--- config.mk ---
export PLATFORM = sky130hd
export DESIGN_NAME = model_slot_state_manager
export DESIGN_NICKNAME = d
export VERILOG_FILES = /design/src/hw/rtl/mssm_pkg.sv /design/src/hw/rtl/model_slot_state_manager.sv /design/src/hw/rtl/mssm_step.sv
export SDC_FILE = /design/constraint.sdc
export NUM_CORES = 1
export LEC_CHECK = 0
export ABC_AREA = 1
export BUFFER_PORTS_ARGS = -buffer_cell sky130_fd_sc_hd__buf_4
export CAP_MARGIN = 40
export CORE_ASPECT_RATIO = 1.2
export CORE_UTILIZATION = 40
export CTS_CLUSTER_DIAMETER = 80
export CTS_CLUSTER_SIZE = 10
export DETAILED_ROUTE_END_ITERATION = 7
export GPL_TIMING_DRIVEN = 0
export PLACE_DENSITY = 0.6
export SKIP_LAST_GASP = 1
export SYNTH_ARGS = -nofsm -noshare
export SYNTH_HDL_FRONTEND = slang
export SYNTH_SLANG_ARGS = --single-unit
--- constraint.sdc ---
create_clock -name i_clk -period 2.95 [get_ports i_clk]
set_input_delay 0 -clock i_clk [delete_from_list [all_inputs] [get_ports i_clk]]
set_output_delay 0 -clock i_clk [all_outputs]
set_load 0.05 [all_outputs]
--- src/hw/rtl/mssm_pkg.sv ---
`default_nettype none

package mssm_pkg;

    localparam int unsigned SLOT_BITS = 3;
    localparam int unsigned PTR_BITS  = 4;
    localparam int unsigned OCC_BITS  = 8;
    localparam int unsigned GEN_BITS  = 32;

    localparam logic [PTR_BITS-1:0] SLOT_NONE = 4'd8;
    localparam logic [PTR_BITS-1:0] MIN_SLOTS = 4'd2;

    typedef enum logic [2:0] {
        REQ_CHOOSE   = 3'd0,
        REQ_EVICT    = 3'd1,
        REQ_STAGE    = 3'd2,
        REQ_ACTIVATE = 3'd3,
        REQ_ROLLBACK = 3'd4,
        REQ_CLEAR    = 3'd5,
        REQ_INSTALL  = 3'd6
    } t_req;

    typedef enum logic [2:0] {
        ST_OK          = 3'd0,
        ST_INVALID     = 3'd1,
        ST_BUSY        = 3'd2,
        ST_NOT_FOUND   = 3'd3,
        ST_ALREADY     = 3'd4,
        ST_COMMIT_FAIL = 3'd5
    } t_status;

    typedef struct packed {
        logic [OCC_BITS-1:0] occ;
        logic [PTR_BITS-1:0] act;
        logic [PTR_BITS-1:0] piv;
        logic [PTR_BITS-1:0] stg;
    } t_slot_state;

    typedef struct packed {
        t_slot_state         state;
        t_status             status;
        logic [PTR_BITS-1:0] result;
        logic                commit_tried;
        logic                commit_done;
        logic                target;
    } t_step_out;

endpackage

`default_nettype wire

--- src/hw/rtl/model_slot_state_manager.sv ---
// Slot bookkeeping for a store of model image slots.
//
// Requests enter on a command channel: a transaction is taken at a rising
// edge where start is high and busy is low. busy stays low, so a request
// may be issued in every cycle. The request is registered, worked out
// against the slot state in the following cycle, and its result appears
// on the o_ result ports with o_done high for exactly one cycle. One
// request per cycle is sustained; the slot state and registry generation
// written by one request are seen by the request immediately behind it.
//
// The slot count register is written on its own valid/ready channel
// (ready is always high); the user must do so only while no request is
// in flight, which the block itself does not enforce.
// Synchronous reset clears the occupancy mask, sets the active, pivot and
// staged slots to none, zeroes the generation, marks both registry copies
// bad and sets the slot count to two. Results cannot be held off by the
// receiver; each one is valid only in its strobe cycle.

`default_nettype none

module model_slot_state_manager #(
    parameter int unsigned MAX_SLOTS = 8
) (
    input  wire logic        i_clk,
    input  wire logic        i_rst_n,
    input  wire logic        start,
    output logic             busy,
    input  wire logic [2:0]  i_req_type,
    input  wire logic [2:0]  i_slot,
    input  wire logic        i_evict_ok,
    input  wire logic        i_commit_ok,
    input  wire logic        i_cfg_valid,
    output logic             o_cfg_ready,
    input  wire logic [3:0]  i_cfg_data,
    output logic             o_done,
    output logic [2:0]       o_status,
    output logic [3:0]       o_result_slot,
    output logic [3:0]       o_active_now,
    output logic [3:0]       o_pivot_now,
    output logic [3:0]       o_staged_now,
    output logic [7:0]       o_occupied_now,
    output logic [31:0]      o_generation_now,
    output logic             o_commit_tried,
    output logic             o_copy_target
);
    import mssm_pkg::*;

    localparam logic [PTR_BITS-1:0] MAX_CNT = PTR_BITS'(MAX_SLOTS);

    logic                r_in_vld;
    logic [2:0]          r_req;
    logic [2:0]          r_slot;
    logic                r_evict_ok;
    logic                r_commit_ok;
    logic [3:0]          r_cfg_slots;
    t_slot_state         r_state;
    logic [GEN_BITS-1:0] r_gen;
    logic [1:0]          r_copy_good;
    logic                r_newest;
    logic                r_done;
    t_step_out           r_out;
    logic [GEN_BITS-1:0] r_gen_out;

    logic [3:0]          count;
    t_step_out           step;
    logic [GEN_BITS-1:0] n_gen;
    logic [1:0]          n_copy_good;
    logic                n_newest;

    assign busy        = 1'b0;
    assign o_cfg_ready = 1'b1;

    assign count = (r_cfg_slots < MIN_SLOTS) ? MIN_SLOTS :
                   (r_cfg_slots > MAX_CNT)   ? MAX_CNT   : r_cfg_slots;

    mssm_step u_step (
        .i_req       (r_req),
        .i_slot      (r_slot),
        .i_evict_ok  (r_evict_ok),
        .i_commit_ok (r_commit_ok),
        .i_count     (count),
        .i_state     (r_state),
        .i_copy_good (r_copy_good),
        .i_newest    (r_newest),
        .o_step      (step)
    );

    always_comb begin
        n_gen       = r_gen;
        n_copy_good = r_copy_good;
        n_newest    = r_newest;
        if (step.commit_tried) begin
            n_copy_good[step.target] = step.commit_done;
            if (step.commit_done) begin
                n_newest = step.target;
                n_gen    = r_gen + GEN_BITS'(1);
            end
        end
    end

    always_ff @(posedge i_clk) begin
        if (!i_rst_n) begin
            r_in_vld    <= 1'b0;
            r_done      <= 1'b0;
            r_cfg_slots <= MIN_SLOTS;
            r_state     <= '{occ: '0, act: SLOT_NONE, piv: SLOT_NONE, stg: SLOT_NONE};
            r_gen       <= '0;
            r_copy_good <= '0;
            r_newest    <= 1'b0;
        end else begin
            r_in_vld <= start && !busy;
            r_done   <= r_in_vld;
            if (i_cfg_valid && o_cfg_ready) begin
                r_cfg_slots <= i_cfg_data;
            end
            if (r_in_vld) begin
                r_state     <= step.state;
                r_gen       <= n_gen;
                r_copy_good <= n_copy_good;
                r_newest    <= n_newest;
            end
        end
    end

    always_ff @(posedge i_clk) begin
        if (start && !busy) begin
            r_req       <= i_req_type;
            r_slot      <= i_slot;
            r_evict_ok  <= i_evict_ok;
            r_commit_ok <= i_commit_ok;
        end
        if (r_in_vld) begin
            r_out     <= step;
            r_gen_out <= n_gen;
        end
    end

    assign o_done           = r_done;
    assign o_status         = r_out.status;
    assign o_result_slot    = r_out.result;
    assign o_active_now     = r_out.state.act;
    assign o_pivot_now      = r_out.state.piv;
    assign o_staged_now     = r_out.state.stg;
    assign o_occupied_now   = r_out.state.occ;
    assign o_generation_now = r_gen_out;
    assign o_commit_tried   = r_out.commit_tried;
    assign o_copy_target    = r_out.target;

endmodule

`default_nettype wire

--- src/hw/rtl/mssm_step.sv ---
`default_nettype none

module mssm_step (
    input  wire logic [2:0]                  i_req,
    input  wire logic [2:0]                  i_slot,
    input  wire logic                        i_evict_ok,
    input  wire logic                        i_commit_ok,
    input  wire logic [3:0]                  i_count,
    input  wire mssm_pkg::t_slot_state       i_state,
    input  wire logic [1:0]                  i_copy_good,
    input  wire logic                        i_newest,
    output mssm_pkg::t_step_out              o_step
);
    import mssm_pkg::*;

    t_slot_state         nxt;
    t_status             status;
    logic [PTR_BITS-1:0] result;
    logic                want;
    logic                target;
    logic [PTR_BITS-1:0] slot4;
    logic                in_range;
    logic                slot_occ;
    logic                is_act;
    logic                act_none;
    logic [PTR_BITS-1:0] c_free;
    logic [PTR_BITS-1:0] c_spare;
    logic [PTR_BITS-1:0] c_other;
    logic [PTR_BITS-1:0] choose;
    logic [PTR_BITS-1:0] rb_scan;
    logic [PTR_BITS-1:0] rb;
    logic                piv_ok;

    // Priority scans over the slots; each slot is examined independently.
    always_comb begin
        c_free  = SLOT_NONE;
        c_spare = SLOT_NONE;
        c_other = SLOT_NONE;
        rb_scan = SLOT_NONE;
        for (int i = OCC_BITS - 1; i >= 0; i--) begin
            if (PTR_BITS'(i) < i_count) begin
                if (!i_state.occ[i]) begin
                    c_free = PTR_BITS'(i);
                end
                if (PTR_BITS'(i) != i_state.act && PTR_BITS'(i) != i_state.piv) begin
                    c_spare = PTR_BITS'(i);
                end
                if (PTR_BITS'(i) != i_state.act) begin
                    c_other = PTR_BITS'(i);
                end
            end
        end
        for (int i = 0; i < OCC_BITS; i++) begin
            if (PTR_BITS'(i) < i_count && i_state.occ[i] &&
                PTR_BITS'(i) != i_state.act && PTR_BITS'(i) != i_state.stg) begin
                rb_scan = PTR_BITS'(i);
            end
        end
    end

    assign choose = (c_free != SLOT_NONE) ? c_free :
                    (c_spare != SLOT_NONE) ? c_spare : c_other;
    assign piv_ok = (i_state.piv != SLOT_NONE) && (i_state.piv != i_state.act) &&
                    !i_state.piv[3] && i_state.occ[i_state.piv[2:0]];
    assign rb     = piv_ok ? i_state.piv : rb_scan;

    assign slot4    = {1'b0, i_slot};
    assign in_range = slot4 < i_count;
    assign slot_occ = i_state.occ[i_slot];
    assign is_act   = slot4 == i_state.act;
    assign act_none = i_state.act == SLOT_NONE;
    assign target   = i_copy_good[i_newest] ? ~i_newest : 1'b0;

    always_comb begin
        nxt    = i_state;
        status = ST_OK;
        result = SLOT_NONE;
        want   = 1'b0;
        case (i_req)
            REQ_CHOOSE: begin
                result = choose;
                if (choose == SLOT_NONE) begin
                    status = ST_NOT_FOUND;
                end
            end
            REQ_EVICT: begin
                if (!in_range) begin
                    status = ST_INVALID;
                end else if (is_act) begin
                    status = ST_BUSY;
                end else if (!slot_occ) begin
                    status = ST_OK;
                end else if (!i_evict_ok) begin
                    status = ST_BUSY;
                end else begin
                    nxt.occ[i_slot] = 1'b0;
                    if (i_state.stg == slot4) begin
                        nxt.stg = SLOT_NONE;
                    end
                    if (i_state.piv == slot4) begin
                        nxt.piv = SLOT_NONE;
                    end
                    want = 1'b1;
                end
            end
            REQ_STAGE: begin
                if (!in_range) begin
                    status = ST_INVALID;
                end else if (is_act) begin
                    status = ST_BUSY;
                end else begin
                    nxt.occ[i_slot] = 1'b1;
                    nxt.stg         = slot4;
                    want            = 1'b1;
                end
            end
            REQ_ACTIVATE: begin
                if (!in_range) begin
                    status = ST_INVALID;
                end else if (!slot_occ) begin
                    status = ST_NOT_FOUND;
                end else if (is_act) begin
                    status = ST_ALREADY;
                end else if (!act_none && !i_evict_ok) begin
                    status = ST_BUSY;
                end else begin
                    nxt.piv = i_state.act;
                    nxt.act = slot4;
                    if (i_state.stg == slot4) begin
                        nxt.stg = SLOT_NONE;
                    end
                    want = 1'b1;
                end
            end
            REQ_ROLLBACK: begin
                result = rb;
                if (rb == SLOT_NONE) begin
                    status = ST_NOT_FOUND;
                end else if (!act_none && !i_evict_ok) begin
                    status = ST_BUSY;
                end else begin
                    nxt.piv = i_state.act;
                    nxt.act = rb;
                    want    = 1'b1;
                end
            end
            REQ_CLEAR: begin
                if (i_state.stg != SLOT_NONE) begin
                    if (!i_state.stg[3]) begin
                        nxt.occ[i_state.stg[2:0]] = 1'b0;
                    end
                    nxt.stg = SLOT_NONE;
                    want    = 1'b1;
                end
            end
            REQ_INSTALL: begin
                if (!in_range) begin
                    status = ST_INVALID;
                end else begin
                    nxt.occ[i_slot] = 1'b1;
                    if (i_state.stg == slot4) begin
                        nxt.stg = SLOT_NONE;
                    end
                    if (!is_act) begin
                        nxt.piv = i_state.act;
                    end
                    nxt.act = slot4;
                    want    = 1'b1;
                end
            end
            default: begin
                status = ST_INVALID;
            end
        endcase

        // A failed registry commit puts every pointer and the mask back.
        if (want && !i_commit_ok) begin
            nxt    = i_state;
            status = ST_COMMIT_FAIL;
        end
    end

    assign o_step.state        = nxt;
    assign o_step.status       = status;
    assign o_step.result       = result;
    assign o_step.commit_tried = want;
    assign o_step.commit_done  = want && i_commit_ok;
    assign o_step.target       = want ? target : 1'b0;

endmodule

`default_nettype wire

======== After elaboration in Yosys (flattened, before gate mapping) ========
Index checks and enable logic that the tools add are counted.
word-level totals
  register bits after elaboration ......... 130
  input bits .............................. 16
operators by class
  add/subtract/negate cells ............... 1
  order comparisons ....................... 19
  equal/unequal tests ..................... 38
  muxes and demuxes ....................... 137
  bitwise logic cells ..................... 6
  reduce and logical (&&, ||, !) cells .... 51
operators with widths
  operator                                                                      count
  4-bit 2-to-1 mux                                                              67
  8-bit 2-to-1 mux                                                              14
  32-bit 2-to-1 mux                                                             2
  12-bit 2-to-1 mux                                                             4
  3-bit by 4-bit != test with 1-bit output, first input constant                12
  1-bit logical AND                                                             41
  20-bit 2-to-1 mux                                                             2
  32-bit by 1-bit adder with 32-bit output, second input constant               1
  8-bit one-hot mux with 4 select lines                                         1
  3-bit 2-to-1 mux                                                              8
  2-bit by 4-bit != test with 1-bit output, first input constant                6
  1-bit 2-to-1 mux                                                              23
  3-bit one-hot mux with 7 select lines                                         1
  4-bit one-hot mux with 5 select lines                                         1
  8-bit AND                                                                     2
  3-bit by 4-bit less-than comparator with 1-bit output, first input constant   4
  4-bit != test, second input constant                                          4
  8-bit inverter                                                                2
  4-bit one-hot mux with 4 select lines                                         1
  4-bit == test, second input constant                                          3
  3-bit by 4-bit less-than comparator with 1-bit output, second input constant  3
  1-bit by 4-bit != test with 1-bit output, first input constant                3
  4-bit one-hot mux with 3 select lines                                         1
  4-bit nonzero test                                                            3
  other kinds (27)                                                              43

======== Logic depth before layout (Yosys ltp) ========
Gate-level depths: netlist (run 1).
  depth after elaboration ................. 25
  mapped depth ............................ 21
  gate-level depth less buffers ........... 19

======== Hierarchy ========
Synthesis (run 1) repeated with hierarchy kept, for this count alone.
second synthesis, totals
  cells, all modules ...................... 1,184
  area total of the unflattened synthesis .. 8,262.9 sq um
modules (own cells, without submodules)
  module                    instances  cells each  area an instance (sq um)
  model_slot_state_manager  1          583         5,407.7
  mssm_step                 1          601         2,855.2

======== Worst setup path before layout (run 1) ========
Ideal clock, no wire load.
  path type ............................... register -> register
  start point ............................. register r_in_vld
  end point ............................... register r_state[11] in the netlist's numbering
  arrival ................................. 2.801 ns
  path slack .............................. 0.034 ns
  cell stages (with the launch flop) ...... 6
  buffers on the path ..................... 2
  path through ............................ dfxtp_1 > clkinv_1 > clkbuf_1 > clkbuf_1 > a21oi_1 > nand2_1
RTL lines
  what                    line                             source
  start, declared         model_slot_state_manager.sv:50   logic r_in_vld;
  start signal, assigned  model_slot_state_manager.sv:111  r_in_vld <= start && !busy;
  end signal, assigned    model_slot_state_manager.sv:106  r_state <= '{occ: '0, act: SLOT_NONE, piv: SLOT_NONE, stg: SLOT_NONE};
  end signal, assigned    model_slot_state_manager.sv:117  r_state <= step.state;
  end, declared           model_slot_state_manager.sv:56   t_slot_state r_state;

==> impl_metrics.toml, run 1 <==
[outcome]
outcome = "finished, final reports clean"

[cts]
clkSinkCount = 129
clock_tree.root_cell = "clkbuf_16"
cts.clk_slew.worst_paths_ns = 0.07
htree_levels = 4
cts_inserted_buffers = 17
cts_tree = "yes"
skew_pair_late_insertion_delay_ns = 0.44
cts_max_path_buffers = 2

[sta]
hold_violations = 0
transition_at_the_pin_with_the_smallest_max_transition_slack_ns = 0.8720
layout_setup_ws_ns = 0.1199
rsz0062_at_grt = "true"
fmaxAchievable_ghz = 0.3533
max-slew-margin-rel_pct = 41.65
report.final.setup_viol = 0
min_period_over_period_pct = 95.94
timing.clock.skew_ns = 0.01326
finalMaxSlewViolations = 0
min_period_ns = 2.830

[hold_path]
holdCritPathClass = "input pin to register"

[worst_setup_path]
setup.reg_to_reg.worst_slack_ns = 0.12
worstSetupEndpoint = "o_pivot_now[3]"
critical_path_peak_fanout = 10
criticalPathCategory = "register to register"
worstSetupStartpoint = "r_req[1]"
timing.critical_path.from_type = "register"
critPathArrivalTime_ns = 3.01
timing.critical_path.required_ns = 3.13
r2r.worst_path.cells = 14
reg2reg_to = "o_pivot_now[3]"
timing.critical_path.to_type = "register"
origin_of_the_critical_flop_to_flop_path = "r_req[1]"

[pwr]
power.leakage_nw = 5.006
vdd.ir_drop.worst_uv = 383.2
fin_total_pwr_mw = 5.791
power.density_cell_area_nw_per_um2 = 550.9

[detailed_routing]
average_routed_wire_per_standard_cell_um = 17.93
detail_route.drc_violations = 0
1st_iter_drt_viols = 842
total_wirelength_of_the_detailed_routed_design_um = 30710
number_of_antenna_violating_nets_in_the_routed_design = 0
detail_route.first_pass.iterations = 5
vias = 9080
avgViaCountPerCell = 5.301

[synthesis]
post_synth.cell_area_avg_sq_um = 6.615
netlist_top_cells_area = "edfxtp_1, nand2_1, dfxtp_1, nand3_1, inv_1"
syn_area_sq_um = 8666
yosys_register_bits = 129
synth-async-reset-ratio_pct = 0
yosysTopAreaCellShare_pct = 23.91
synth_flop_cell = "edfxtp_1"
synth-edff-count = 69
synth_fp_nets = 1328
netlist.top_cell.by_area = "edfxtp_1"
synthesis.yosys.warnings = 0
synth-seq-area-share_pct = 37.77
netlist_instances = 1310
synth.lib_cells_used.distinct = 45

[place]
globalplace.congestion = 0.9789
dpl_worst_slack_ns = -0.1486
detailedPlacementHpwl_um = 22810
place.port_buffers = 76
placed_cells_incl_taps = 1657

[finish]
syn_to_final_growth_pct = 21.31
insertedDiodeCount = 0
final.fill_count = 2201
post_route_cells_drive_above_1_share_pct = 13.65
sequential_standard_cell_area_sq_um = 3277
multiInputGateArea_sq_um = 4516
stdcell_count = 1713
layout.nets = 1448

[die]
design.die.area_sq_um = 22260
initial_utilization_pct = 41.04
fp.dieW_um = 136.4
rows = 58
io_pins = 80
die_h_um = 163.2
core_area_sq_um = 21120

[global_routing]
grt_start_max_net_pins = 46
number_of_global_route_vias_before_repair = 8850
total_routing_usage_reported_by_global_routing_pct = 28.67
grt_first_pass_wirelength_um = 47890
antenna_found_initial = 0
grt-ovfl-total = 0

[run]
drv_cap = 0
[cell usage after synthesis, types with 5 or more instances]
| cell type | n |
|---|---|
| nor2_2 | 9 |
| a21oi_1 | 54 |
| nand4_1 | 27 |
| edfxtp_1 | 69 |
| nand2_1 | 437 |
| nor4_1 | 8 |
| buf_2 | 15 |
| o21ai_0 | 45 |
| nor2_4 | 5 |
| o31ai_1 | 5 |
| buf_6 | 7 |
| nor2_1 | 119 |
| dfxtp_1 | 60 |
| o21ai_1 | 34 |
| nor3_1 | 15 |
| inv_2 | 12 |
| clkbuf_1 | 28 |
| inv_1 | 141 |
| nand2_2 | 5 |
| xor2_1 | 27 |
| nand3_2 | 7 |
| nand3_1 | 134 |
| buf_4 | 8 |
[how the worst min path moves through the flow]
stage | from | end | slack (ns) | depth (start not counted)
6_report | i_slot[0] | r_slot[0] | 0.29 | 2
5_1_grt | i_req_type[0] | r_req[0] | 0.30 | 2
4_1_cts | i_req_type[0] | r_req[0] | 0.29 | 2
3_5_place_dp | i_req_type[1] | r_req[1] | 0.18 | 1
3_3_place_gp | i_req_type[1] | r_req[1] | 0.18 | 1
2_1_floorplan | start | r_in_vld | 0.09 | 2
[layout make-up]
class	count	area share, %
plain buffers	61	3.285
clock buffers	20	4.654
clock inverters	12	1.047
inverters	155	5.653
multi-input cells	964	42.95
flip-flops and latches	129	31.17
well taps	270	3.214
repair buffers	102	8.022
[what timing repair did]
item                                    4_1_cts  5_1_grt
gates resized for setup                       4       22
endpoints found under the setup margin       12       89
hold buffers                                 23        0
hold endpoints to repair                     22        0
buffers inserted                              0        2
pin swaps                                     0        2
[layer usage]
layer / vias up / wire (um) / global-route usage (%)
met2: 305 / 15690 / 52.54
met3: 76 / 1330 / 3.600
met1: 4211 / 12550 / 32.75
met5: - / 0 / 0
li1: 4488 / - / -
met4: 0 / 1144 / 12.88
[placed cells by master, fill, tap and decap left out, types with 5 or more instances in the layout]
| master | instances |
|---|---|
| nor4_1 | 8 |
| o31ai_1 | 5 |
| inv_6 | 5 |
| buf_4 | 86 |
| nand3_2 | 8 |
| o21ai_1 | 35 |
| nor2_2 | 9 |
| buf_6 | 8 |
| nor2_1 | 118 |
| inv_1 | 141 |
| nor2_4 | 6 |
| buf_2 | 11 |
| clkbuf_1 | 24 |
| nand2_2 | 5 |
| dlygate4sd3_1 | 23 |
| a21oi_1 | 54 |
| nand2_1 | 434 |
| inv_2 | 9 |
| clkbuf_16 | 19 |
| o21ai_0 | 44 |
| nor3_1 | 15 |
| dfxtp_1 | 59 |
| edfxtp_1 | 69 |
| nand4_1 | 27 |
| xor2_1 | 27 |
| nand3_1 | 133 |
[power by group]
group,switching [mW],internal (mW)
sequential,0.0981,2.03
clock,0.949,1.23
combinational,1.06,0.428
[cells by family after synthesis]
kind of cell,after synthesis,share of synthesized area [%]
xor gates and xnor gates,27,2.729
DFF,129,37.77
adders and majority gates,2,0.2887
and+or+nand+nor,781,39.21
other,2,0.08666
AOI/OAI and AO/OA,152,9.313
buffers and inverters,217,10.60
[registers in the layout, indices dropped and copies added, names as in the netlist, 3 cells and up]
name and count:
r_gen 32, o_result_slot 4, r_cfg_slots 4, r_slot 3, o_generation_now 32, o_pivot_now 4, o_active_now 4, o_status 3
o_occupied_now 8, r_req 3, r_state 20, o_staged_now 4
[worst max-delay path, stage by stage, from the launching register on]
cell,delay (ns)
edfxtp_1,0.44
inv_1,0.10
nor2_1,0.08
inv_1,0.14
nor2_1,0.09
clkbuf_4,0.23
inv_1,0.27
nand2_1,0.22
nor2_1,0.28
inv_1,0.13
nor2_2,0.21
inv_1,0.09
nand2_1,0.07
nand2_1,0.05
and2_1,0.18
[stage by stage]
| stage | hold WS (ns) | utilization [%] | cell area, sq um | setup TNS [ns] |
|---|---|---|---|---|
| 2_1_floorplan | 0.09345 | - | 8666 | 0 |
| 3_3_place_gp | 0.1790 | 45.34 | 9574 | -69.04 |
| 3_5_place_dp | 0.1806 | 45.49 | 9605 | -0.2269 |
| 4_1_cts | 0.2874 | 49.47 | 10450 | 0 |
| 5_1_grt | 0.2965 | 49.78 | 10510 | -0.009652 |
| 6_report | 0.2875 | 49.78 | 10510 | 0 |
No activity file was read; power rests on OpenSTA's default activity.
==> inputs of run 2 (changes only) <==
--- a/config.mk
+++ b/config.mk
@@ -10,6 +10,7 @@
 export CAP_MARGIN = 40
 export CORE_ASPECT_RATIO = 1.2
 export CORE_UTILIZATION = 40
+export CTS_BUF_LIST = sky130_fd_sc_hd__clkbuf_16
 export CTS_CLUSTER_DIAMETER = 80
 export CTS_CLUSTER_SIZE = 10
 export DETAILED_ROUTE_END_ITERATION = 7
==> run 2 against run 1 <==
  * Count of clock-buffer cells in the layout shrank 1
  * Fmax shrank 0.25%
  * Sequential power is essentially flat
  * Power shrank 0.40%
  * Critical endpoint unchanged
==> impl_metrics.toml, run 2 (synthesis results as in run 1) <==
[sta]
timing.clock.skew_ns = 0.01328
min_period_over_period_pct = 96.18
max-slew-margin-rel_pct = 45.81
min_period_ns = 2.837
rsz0062_at_grt = "true"
transition_at_the_pin_with_the_smallest_max_transition_slack_ns = 0.8099
finalHoldWorstSlack_ns = 0.2886
layout_setup_ws_ns = 0.1128
finalMaxSlewViolations = 0
hold_violations = 0
fmaxAchievable_ghz = 0.3525
finalSetupTns_ns = 0
report.final.setup_viol = 0

[pwr]
cell_internal_pwr_mw = 3.660
p_comb_share_pct = 25.8
power.density_cell_area_nw_per_um2 = 549.2
vdd.ir_drop.worst_uv = 382.7
swShare_pct = 36.55
sequentialPowerShare_pct = 36.8
power.leakage_nw = 5.000
p_clk_share_pct = 37.4
net-switching-power_mw = 2.108

[cts]
cts_max_path_buffers = 2
cts.clk_slew.worst_paths_ns = 0.07
htree_levels = 4
skew_pair_late_insertion_delay_ns = 0.44
clock_tree.root_cell = "clkbuf_16"
cts_inserted_buffers = 17
cts_tree = "yes"
clkSinkCount = 129

[outcome]
outcome = "finished, final reports clean"

[global_routing]
grt_first_pass_wirelength_um = 47860
grt_start_max_net_pins = 46
grt-ovfl-total = 0
number_of_global_route_vias_before_repair = 8856
total_routing_usage_reported_by_global_routing_pct = 28.65
antenna_found_initial = 0

[finish]
syn_to_final_growth_pct = 21.20
layout.nets = 1448
post_route_cells_drive_above_1_share_pct = 13.58
stdcell_count = 1713
most-common-layout-cells = "nand2_1, inv_1, nand3_1, nor2_1, buf_4"
insertedDiodeCount = 0
layout_commonest_cell = "nand2_1"

[worst_setup_path]
timing.critical_path.to_type = "register"
critical_path_peak_fanout = 10
critical-path-top-delay-family = "simple AND/OR/NAND/NOR gates"
series_of_cell_instances_along_the_critical_path = "inv_1 > nor2_1 > inv_1 > nor2_1 > clkbuf_4 > inv_1 > nand2_1 > nor2_1 > inv_1 > nor2_2 > inv_1 > nand2_1 > nand2_1 > and2_1"
critPathArrivalTime_ns = 3.01
path_buf_inv = 6
crit_top_cell = "inv_1"
origin_of_the_critical_flop_to_flop_path = "r_req[1]"
criticalPathCategory = "register to register"
timing.critical_path.required_ns = 3.12
critPathMaxStageDelay_ns = 0.44
timing.critical_path.from_type = "register"
slowest_stage = "edfxtp_1"
worstSetupStartpoint = "r_req[1]"

[hold_path]
timing.hold.worst.start = "i_slot[0]"
holdCritPathClass = "input pin to register"

[die]
io_pins = 80
rows = 58
initial_utilization_pct = 41.04
design.die.area_sq_um = 22260
die_h_um = 163.2
fp.dieW_um = 136.4
core_area_sq_um = 21120

[detailed_routing]
wl_met2_um = 15870
number_of_antenna_violating_nets_in_the_routed_design = 0
met3_length_um = 1518
vias = 9097
highest-signal-layer = "met4"
detail_route.drc_violations = 0
average_routed_wire_per_standard_cell_um = 17.94
detail_route.first_pass.iterations = 6
wl_met1_um = 12290
total_wirelength_of_the_detailed_routed_design_um = 30730
1st_iter_drt_viols = 846
avgViaCountPerCell = 5.311

[place]
globalplace.congestion = 0.9789
detailedPlacementHpwl_um = 22810
placed_cells_incl_taps = 1657
place.port_buffers = 76
dpl_worst_slack_ns = -0.1486

[run]
drv_cap = 0
run 2: cell types whose count changed in the layout (fill, tap and decap cells not counted):
| cell | delta |
|---|---|
| clkinv_1 | +1 |
| clkbuf_8 | -1 |
run 2: layout make-up:
cell class / count / area (sq um)
tap: 270 / 337.8
clock inverter: 13 / 113.9
timing repair buffer: 102 / 843.3
buffer: 61 / 345.3
fill: 2201 / 10620
sequential: 129 / 3277
multi-input combinational: 964 / 4516
inverter: 155 / 594.3
clock buffer: 19 / 475.5
run 2: repair_timing:
action                                  4_1_cts  5_1_grt
endpoints found under the setup margin       12       89
pin swaps                                     0        2
gates resized for setup                       4       22
cloned                                        0        0
buffers inserted                              0        2
hold buffers                                 23        0
endpoints found under the hold margin        22        0
run 2: metrics by stage:
stage | power [mW] | instance area [sq um] | util [%]
CTS | 5.758 | 10440 | 49.42
floorplan | 3.129 | 8666 | -
global placement | 3.580 | 9574 | 45.34
detailed placement | 3.581 | 9605 | 45.49
global route | 6.017 | 10500 | 49.73
finish | 5.768 | 10500 | 49.73
run 2: per-layer routing:
metal	global-route usage, %	vias up
met1	32.69	4237
li1	-	4486
met3	3.569	74
met5	0	-
met4	12.68	0
met2	52.63	300
run 2: final timing paths:
path	endpoint	slack (ns)	cells past startpoint
worst max-delay path	o_pivot_now[3]	0.11	14
worst min register to register	r_newest	0.46	2
worst max register to register	o_pivot_now[3]	0.11	14
worst min-delay path	r_slot[0]	0.29	2
run 2: power by group through the flow:
| stage | clock, mW | sequential, mW | combinational, mW |
|---|---|---|---|
| after floorplan | 0 | 2.32 | 0.808 |
| final | 2.16 | 2.13 | 1.49 |
| after detailed placement | 0 | 2.16 | 1.42 |
| after global routing | 2.25 | 2.14 | 1.62 |
| after CTS | 2.18 | 2.13 | 1.45 |
| after global placement | 0 | 2.18 | 1.40 |
==> inputs of run 3 (changes only) <==
--- a/config.mk
+++ b/config.mk
@@ -15,7 +15,7 @@
 export CTS_CLUSTER_SIZE = 10
 export DETAILED_ROUTE_END_ITERATION = 7
 export GPL_TIMING_DRIVEN = 0
-export PLACE_DENSITY = 0.6
+export PLACE_DENSITY = 0.64
 export SKIP_LAST_GASP = 1
 export SYNTH_ARGS = -nofsm -noshare
 export SYNTH_HDL_FRONTEND = slang
==> run 3 against run 2 <==
  * The flow now finishes with violations (negative hold slack)
  * Final cell count did not move
  * Setup slack better by 0.025 ns
  * Fmax is 0.90% higher
  * Die area did not move
  * Via count is 0.55% higher
  * Global-route usage down 0.067 points
  * Critical path depth increased by 1
  * Non-clock buffer count is the same
  * Routed wire length up 0.45%
  * Sequential share of layout area fell by 0.089 points
  * Power rose by 1.7%
  * Cell area grew 0.29%
  * Critical endpoint unchanged
  * Largest power group unchanged
  * Highest routed layer unchanged
==> impl_metrics.toml, run 3 (synthesis results as in run 1) <==
[global_routing]
grt-ovfl-total = 0
antenna_found_initial = 0
grt_first_pass_wirelength_um = 47670
number_of_global_route_vias_before_repair = 8790
total_routing_usage_reported_by_global_routing_pct = 28.58
grt_start_max_net_pins = 50

[die]
core_area_sq_um = 21120
io_pins = 80
rows = 58
fp.dieW_um = 136.4
design.die.area_sq_um = 22260
die_h_um = 163.2
initial_utilization_pct = 41.04

[worst_setup_path]
timing.critical_path.from_type = "register"
crit_top_cell = "nand2_1"
worstSetupEndpoint = "o_pivot_now[3]"
r2r.worst_path.cells = 15
critical-path-top-delay-family = "simple AND/OR/NAND/NOR gates"
path_buf_inv = 3
timing.critical_path.to_type = "register"
slowest_stage = "clkbuf_1"
series_of_cell_instances_along_the_critical_path = "inv_1 > clkbuf_1 > nand2_1 > nand2_1 > nand2_1 > nand2_1 > nor2_4 > nor2_4 > nor2_2 > nand2_2 > nand3_4 > nand2_4 > buf_6 > nand3_1 > and2_1"
critPathArrivalTime_ns = 2.99
critPathMaxStageDelay_ns = 0.47
timing.critical_path.required_ns = 3.13
critical_path_cell_count = 15
critical_path_peak_fanout = 10
origin_of_the_critical_flop_to_flop_path = "r_state[5]"
reg2reg_to = "o_pivot_now[3]"
criticalPathCategory = "register to register"
setup.reg_to_reg.worst_slack_ns = 0.14
worstSetupStartpoint = "r_state[5]"

[detailed_routing]
detail_route.drc_violations = 0
total_wirelength_of_the_detailed_routed_design_um = 30870
detail_route.first_pass.iterations = 6
vias = 9147
number_of_antenna_violating_nets_in_the_routed_design = 0
1st_iter_drt_viols = 784
average_routed_wire_per_standard_cell_um = 18.02
avgViaCountPerCell = 5.340

[finish]
most-common-layout-cells = "nand2_1, inv_1, nand3_1, nor2_1, buf_4"
finish.instance_area_sq_um = 10530
layout.nets = 1448
syn_to_final_growth_pct = 21.54
layout_commonest_cell = "nand2_1"
post_route_cells_drive_above_1_share_pct = 13.93
insertedDiodeCount = 0

[sta]
finalHoldWorstSlack_ns = -0.01597
hold_violations = 1
finalMaxSlewViolations = 0
min_period_ns = 2.812
finalSetupTns_ns = 0
timing.clock.skew_ns = 0.01255
fmaxAchievable_ghz = 0.3556
layout_setup_ws_ns = 0.1381
min_period_over_period_pct = 95.32
max-slew-margin-rel_pct = 40.93
report.final.setup_viol = 0
transition_at_the_pin_with_the_smallest_max_transition_slack_ns = 0.8828

[place]
globalplace.congestion = 0.9708
dpl-instance-area_sq_um = 9605
place.port_buffers = 76
detailedPlacementHpwl_um = 22740
dpl_worst_slack_ns = -0.1362

[pwr]
p_clk_share_pct = 38.2
cell_internal_pwr_mw = 3.681
fin_total_pwr_mw = 5.864
power.density_cell_area_nw_per_um2 = 556.7
vdd.ir_drop.worst_uv = 401.0
power.leakage_nw = 5.012
sequentialPowerShare_pct = 36.2
p_comb_share_pct = 25.6
swShare_pct = 37.23
net-switching-power_mw = 2.183

[outcome]
outcome = "finished, violations left"
failed_checks = "negative hold slack"

[run]
drv_cap = 0

[cts]
cts_inserted_buffers = 17
htree_levels = 4
clkSinkCount = 129
skew_pair_late_insertion_delay_ns = 0.44
cts.clk_slew.worst_paths_ns = 0.07
clock_tree.root_cell = "clkbuf_16"
cts_max_path_buffers = 2
cts_tree = "yes"

[hold_path]
timing.hold.worst.start = "i_rst_n"
holdCritPathClass = "input pin to register"
## run 3: cell type report
| type | instances | area [sq um] |
|---|---|---|
| Buffer | 61 | 350.3 |
| Clock buffer | 17 | 425.4 |
| Clock inverter | 15 | 182.7 |
| Fill cell | 2148 | 10590 |
| Inverter | 155 | 600.6 |
| Multi-Input combinational cell | 964 | 4518 |
| Sequential cell | 129 | 3277 |
| Tap cell | 270 | 337.8 |
| Timing Repair Buffer | 102 | 840.8 |
## run 3: per-layer routing
layer / track usage (%) / part of all wire (%) / vias up
met1: 32.65 / 39 / 4205
li1: - / - / 4484
met5: 0 / 0 / -
met4: 13.79 / 4.6 / 0
met2: 51.52 / 51 / 353
met3: 4.128 / 5.6 / 105
## run 3: power by group through the flow
| stage | Clock [mW] | Combinational [mW] | Sequential, mW |
|---|---|---|---|
| 2_1_floorplan | 0 | 0.808 | 2.32 |
| 3_3_place_gp | 0 | 1.41 | 2.18 |
| 3_5_place_dp | 0 | 1.43 | 2.16 |
| 4_1_cts | 2.25 | 1.46 | 2.12 |
| 5_1_grt | 2.33 | 1.63 | 2.14 |
| 6_report | 2.24 | 1.50 | 2.12 |
## run 3: how the worst min path moves through the flow
stage	cells past startpoint	end
floorplan	2	r_in_vld
global placement	1	r_req[0]
detailed placement	1	r_slot[0]
CTS	3	r_newest
global route	3	r_newest
finish	3	r_newest
## run 3: timing repair
action | CTS | global route
gates resized for setup | 3 | 31
buffers inserted | 0 | 3
pin swaps | 0 | 3
hold buffers | 22 | 0
endpoints found under the setup margin | 22 | 106
hold endpoints to repair | 21 | 0
## run 3: stage by stage
| step | utilization [%] | hold slack, ns | instances |
|---|---|---|---|
| after floorplan | - | 0.09345 | 1310 |
| after global placement | 45.34 | 0.1792 | 1656 |
| after detailed placement | 45.49 | 0.1804 | 1657 |
| after CTS | 49.44 | 0.002853 | 1711 |
| after global routing | 49.88 | 0.04048 | 1713 |
| final | 49.88 | -0.01597 | 1713 |
## run 3: tightest hold or removal path: cells and delay by family
family	cells	cell delay (ns)
buffers and inverters	1	0.21
AND/OR/NAND/NOR	1	0.14
AO/OA/AOI/OAI	1	0.03
